$ cat config.mk
export PLATFORM = sky130hd
export DESIGN_NAME = okal_cell
export DESIGN_NICKNAME = d
export VERILOG_FILES = /design/src/design/okal_pkg.sv /design/src/design/okal_cell.sv
export SDC_FILE = /design/constraint.sdc
export NUM_CORES = 1
export LEC_CHECK = 0
export ABC_AREA = 0
export BUFFER_PORTS_ARGS = -buffer_cell sky130_fd_sc_hd__buf_2
export CAP_MARGIN = 25
export CELL_PAD_IN_SITES_DETAIL_PLACEMENT = 1
export CELL_PAD_IN_SITES_GLOBAL_PLACEMENT = 2
export CORE_AREA = 2 2 203 205
export CTS_CLUSTER_SIZE = 16
export DETAILED_ROUTE_END_ITERATION = 7
export DIE_AREA = 0 0 205 207
export PLACE_DENSITY_LB_ADDON = 0.1
export SLEW_MARGIN = 5
export SYNTH_ARGS = -nofsm -noshare
export SYNTH_HDL_FRONTEND = slang
export SYNTH_SLANG_ARGS = --single-unit
$ cat constraint.sdc
create_clock -name clock -period 12.95 [get_ports clock]
set_clock_uncertainty 0.1 [all_clocks]
set_input_delay 1.295 -clock clock [delete_from_list [all_inputs] [get_ports clock]]
set_output_delay 1.295 -clock clock [all_outputs]
set_load 0.02 [all_outputs]
$ cat src/design/okal_pkg.sv
package okal_pkg;

   localparam int KEY_W = 64;
   localparam int REC_W = 64;
   localparam int CMD_W = 3;
   localparam int POS_W = 5;
   localparam int STS_W = 3;
   localparam int CNT_FIELD_W = 5;

   typedef enum logic [CMD_W-1:0] {
      CMD_INS_FRONT  = 3'd0,
      CMD_INS_BACK   = 3'd1,
      CMD_INS_UNIQUE = 3'd2,
      CMD_INS_AT     = 3'd3,
      CMD_DELETE     = 3'd4
   } okal_cmd_type;

   typedef enum logic [STS_W-1:0] {
      STS_OK       = 3'd0,
      STS_FULL     = 3'd1,
      STS_BADPOS   = 3'd2,
      STS_DUP      = 3'd3,
      STS_NOTFOUND = 3'd4,
      STS_EMPTY    = 3'd5
   } okal_status_type;

   typedef enum logic [1:0] {
      ST_IDLE = 2'd0,
      ST_CMP  = 2'd1,
      ST_EXEC = 2'd2
   } okal_state_type;

   typedef struct packed {
      logic [CMD_W-1:0] cmd;
      logic [KEY_W-1:0] entry_key;
      logic [REC_W-1:0] entry_record;
      logic [POS_W-1:0] position;
   } okal_req_type;

   typedef struct packed {
      logic [STS_W-1:0]       status;
      logic [KEY_W-1:0]       removed_key;
      logic [REC_W-1:0]       removed_record;
      logic [CNT_FIELD_W-1:0] entry_count;
   } okal_rsp_type;

   // control broadcast to every cell of the chain
   typedef struct packed {
      logic             cmp_en;
      logic             ins_go;
      logic             del_go;
      logic [KEY_W-1:0] key;
      logic [REC_W-1:0] record;
   } okal_cell_ctl_type;

endpackage

$ cat src/design/okal_cell.sv
module okal_cell (
   input  logic                      clock,
   input  okal_pkg::okal_cell_ctl_type ctl,
   input  logic                      in_range,
   input  logic                      at_pos,
   input  logic                      above_pos,
   input  logic [okal_pkg::KEY_W-1:0] lower_key,
   input  logic [okal_pkg::REC_W-1:0] lower_rec,
   input  logic [okal_pkg::KEY_W-1:0] upper_key,
   input  logic [okal_pkg::REC_W-1:0] upper_rec,
   input  logic                      seen_in,
   output logic [okal_pkg::KEY_W-1:0] key,
   output logic [okal_pkg::REC_W-1:0] rec,
   output logic                      seen_out,
   output logic                      first
);

   logic [okal_pkg::KEY_W-1:0] key_ff, key_in;
   logic [okal_pkg::REC_W-1:0] rec_ff, rec_in;
   logic                       match_ff, match_in;

   // any match at or below this cell means this cell moves down on delete
   assign seen_out = seen_in | match_ff;
   assign first    = match_ff & ~seen_in;
   assign key      = key_ff;
   assign rec      = rec_ff;

   always_comb begin
      match_in = match_ff;
      if (ctl.cmp_en) begin
         match_in = in_range && (key_ff == ctl.key);
      end
   end

   always_comb begin
      key_in = key_ff;
      rec_in = rec_ff;
      if (ctl.ins_go) begin
         if (at_pos) begin
            key_in = ctl.key;
            rec_in = ctl.record;
         end else if (above_pos) begin
            key_in = lower_key;
            rec_in = lower_rec;
         end
      end else if (ctl.del_go && seen_out) begin
         key_in = upper_key;
         rec_in = upper_rec;
      end
   end

   always_ff @(posedge clock) begin
      key_ff   <= key_in;
      rec_ff   <= rec_in;
      match_ff <= match_in;
   end

endmodule

==> impl_metrics.tcl <==
set metrics [dict create \
    wl_um 35000 \
    crit_path_end_kind "register" \
    area_growth_pct 51.5 \
    cts_tree "built" \
    p_leak_nw 5.06 \
    gr-total-overflow 0 \
    min_path_type "reg2reg" \
    drt-vias-per-instance 4.12 \
    instances_no_fill 1722 \
    grt_pass1_wl_um 49800 \
    die_w_um 205 \
    yosys-top-cells-area "edfxtp_1, mux2i_1, a21oi_1" \
    synth_cell_types 30 \
    cap_violations 0 \
    setup_viol 0 \
    clockBufferDepth 2 \
    clk_latency_ns 0.43 \
    hpwl_um 28100 \
    die_area_um2 42400 \
    drt_iter0_markers 224 \
    seq_area_um2 3870 \
    rr_startpoint "match_ff" \
    ys_warn_count 0 \
    place_ws_ns 8.30 \
    synth_seq_area_share 0.534 \
    fin_total_pwr_mw 1.30 \
    finalHoldViolations 0 \
    routedWlPerCell_um 20.3 \
    clockRootBuffer "clkbuf_16" \
    post-cts-setup-buffers 0 \
    dr_wl_met2_um 18000 \
    critPathMaxFanout 116 \
    slowest_stage "buf_4" \
    reg2reg_to "key[63]" \
    cp_top_family "buffers and inverters" \
    final_cell_mix "buf_2, nor2_1, edfxtp_1" \
    track_usage 0.162 \
    start_kind "input port" \
    fillers 4836 \
    wl_met3_um 3310 \
    crit_required_ns 12.90 \
    min_from "key[35]" \
    vias 7102 \
    tns_ns 0 \
    ioPinCount 522 \
    numClockSinks 129 \
    cts_resized 0 \
    multiInputGateArea_um2 3140 \
    dieHeight_um 207 \
    drc 0 \
    final_nets 1565 \
    synth_area_leader_cell "edfxtp_1" \
    drv_slew 0 \
    fin_crit_sh 0.319 \
    antenna_found_initial 14 \
    critPathBufInv 3 \
    cts-htree-levels 4 \
    first_global_vias 7599 \
    relSlewSlack 0.336 \
    power.density_nw_per_um2 118 \
    syn-instance-count 671 \
    top_layer "met5" \
    syn_area_per_cell_um2 10.8 \
    crit_chain "clkbuf_8, o21ai_0, o21ai_4, buf_4, buf_4" \
    final.min_clock_period_ns 4.13 \
    r2r_cells 5 \
    start_util 0.180 \
    critPathMaxStageDelay_ns 0.83 \
    synthesis.nets 1063 \
    fmax_ghz 0.242 \
    holdPathEnd "match_ff" \
    drtAntennaViolNets 0 \
    firstDrtPassIters 4 \
    worst_pin_slew_ns 0.996 \
    layout_setup_ws_ns 8.82 \
    peakVddDrop_mv 0.0879 \
    dp.cells 1686 \
    path_common_cell "buf_4" \
    hold_depth 3 \
    gp_congestion 0.747 \
    m1WireLength_um 13100 \
    cts_hold_buf 0 \
    drive_gt1_frac 0.468 \
    synth-seq-cells 129 \
    rsz0062_at_grt "false" \
    core-area_um2 40400 \
    cts_made_buffers 17 \
    crit_arrival_ns 4.08 \
    grt_max_degree 117 \
    yosys.area.top_type_share 0.534 \
    path_class "in2reg" \
    port_buffers 521 \
    syn_area_um2 7260 \
    num_rows 74 \
    clk_pin_slew_worst_paths_ns 0.06 \
    rrSetupSlack_ns 10.04 \
    status "finished clean" \
    layout_commonest_cell "buf_2" \
]
-- kinds of logic (layout without fill, tap and decap cells) --
| group | count (synthesis) | in the layout | synth area share |
|---|---|---|---|
| compound gates | 147 | 147 | 0.108 |
| xor+xnor | 45 | 45 | 0.0543 |
| buf+inv | 62 | 576 | 0.0343 |
| flops | 129 | 129 | 0.534 |
| mux | 128 | 128 | 0.177 |
| other cells | 0 | 5 | 0 |
| simple gates | 160 | 160 | 0.0924 |
-- where the power goes --
part	switching, mW	total, mW	internal, mW	leakage, nW
sequential	0.0173	0.527	0.509	1.24
combinational	0.169	0.285	0.116	3.54
clock	0.189	0.487	0.298	0.272
total	0.375	1.30	0.924	5.06
-- flip-flops by register name, indices dropped and copies added (netlist names) --
register / cells
key: 64
rec: 64
match_ff: 1
-- worst max path at each step --
stage | from | endpoint | slack [ns] | cells after the start
after global placement | ctl[129] | rec[3] | 8.31 | 5
after global routing | ctl[129] | key[62] | 8.58 | 5
after detailed placement | ctl[129] | rec[3] | 8.30 | 5
after floorplan | ctl[129] | key[0] | 1.25 | 4
after CTS | ctl[129] | key[63] | 8.76 | 5
final | ctl[129] | key[63] | 8.82 | 5
-- tightest hold or removal path: stages, from the launching register on --
cell and delay [ns]:
edfxtp_1 0.37, a221oi_1 0.11, nand4_1 0.11, nor4_2 0.05
-- synth_stat cells --
cell,count
inv_2,1
xnor2_1,35
and2b_1,1
o21ai_0,3
mux2i_1,128
or2_2,1
o22ai_1,7
a221oi_1,1
a222oi_1,1
nand4_1,10
nand3_1,3
a22o_1,2
a2111o_1,1
nor3_1,1
nand2_1,1
nor2b_1,5
nor4_2,1
buf_2,13
a2111oi_2,1
nor4_1,5
a22oi_1,1
nor2_1,132
inv_1,17
a2bb2oi_1,1
a2111oi_0,1
buf_1,1
xor2_1,10
a21oi_1,128
edfxtp_1,129
clkbuf_1,30
-- layer usage --
| metal | vias to the layer above | GRT usage |
|---|---|---|
| met4 | 16 | 0.0360 |
| met2 | 284 | 0.294 |
| li1 | 3455 | - |
| met5 | - | 0 |
| met3 | 36 | 0.0691 |
| met1 | 3311 | 0.173 |
-- final cells by class --
type | count | area share
inverters | 18 | 0.00615
flip-flops and latches | 129 | 0.352
clock buffers | 22 | 0.0404
multi-input cells | 480 | 0.286
repair buffers | 527 | 0.243
clock inverters | 9 | 0.0105
diodes | 5 | 0.00114
well taps | 532 | 0.0606
-- per-stage QoR --
| stage | instance area, µm² | utilization | hold slack (ns) |
|---|---|---|---|
| after floorplan | 7260 | - | 0.751 |
| after global placement | 10400 | 0.258 | 0.716 |
| after detailed placement | 10400 | 0.258 | 0.723 |
| after CTS | 11000 | 0.272 | 0.737 |
| after global routing | 11000 | 0.272 | 0.758 |
| final | 11000 | 0.272 | 0.716 |
Note: power is estimated with default switching activity, not from simulation.
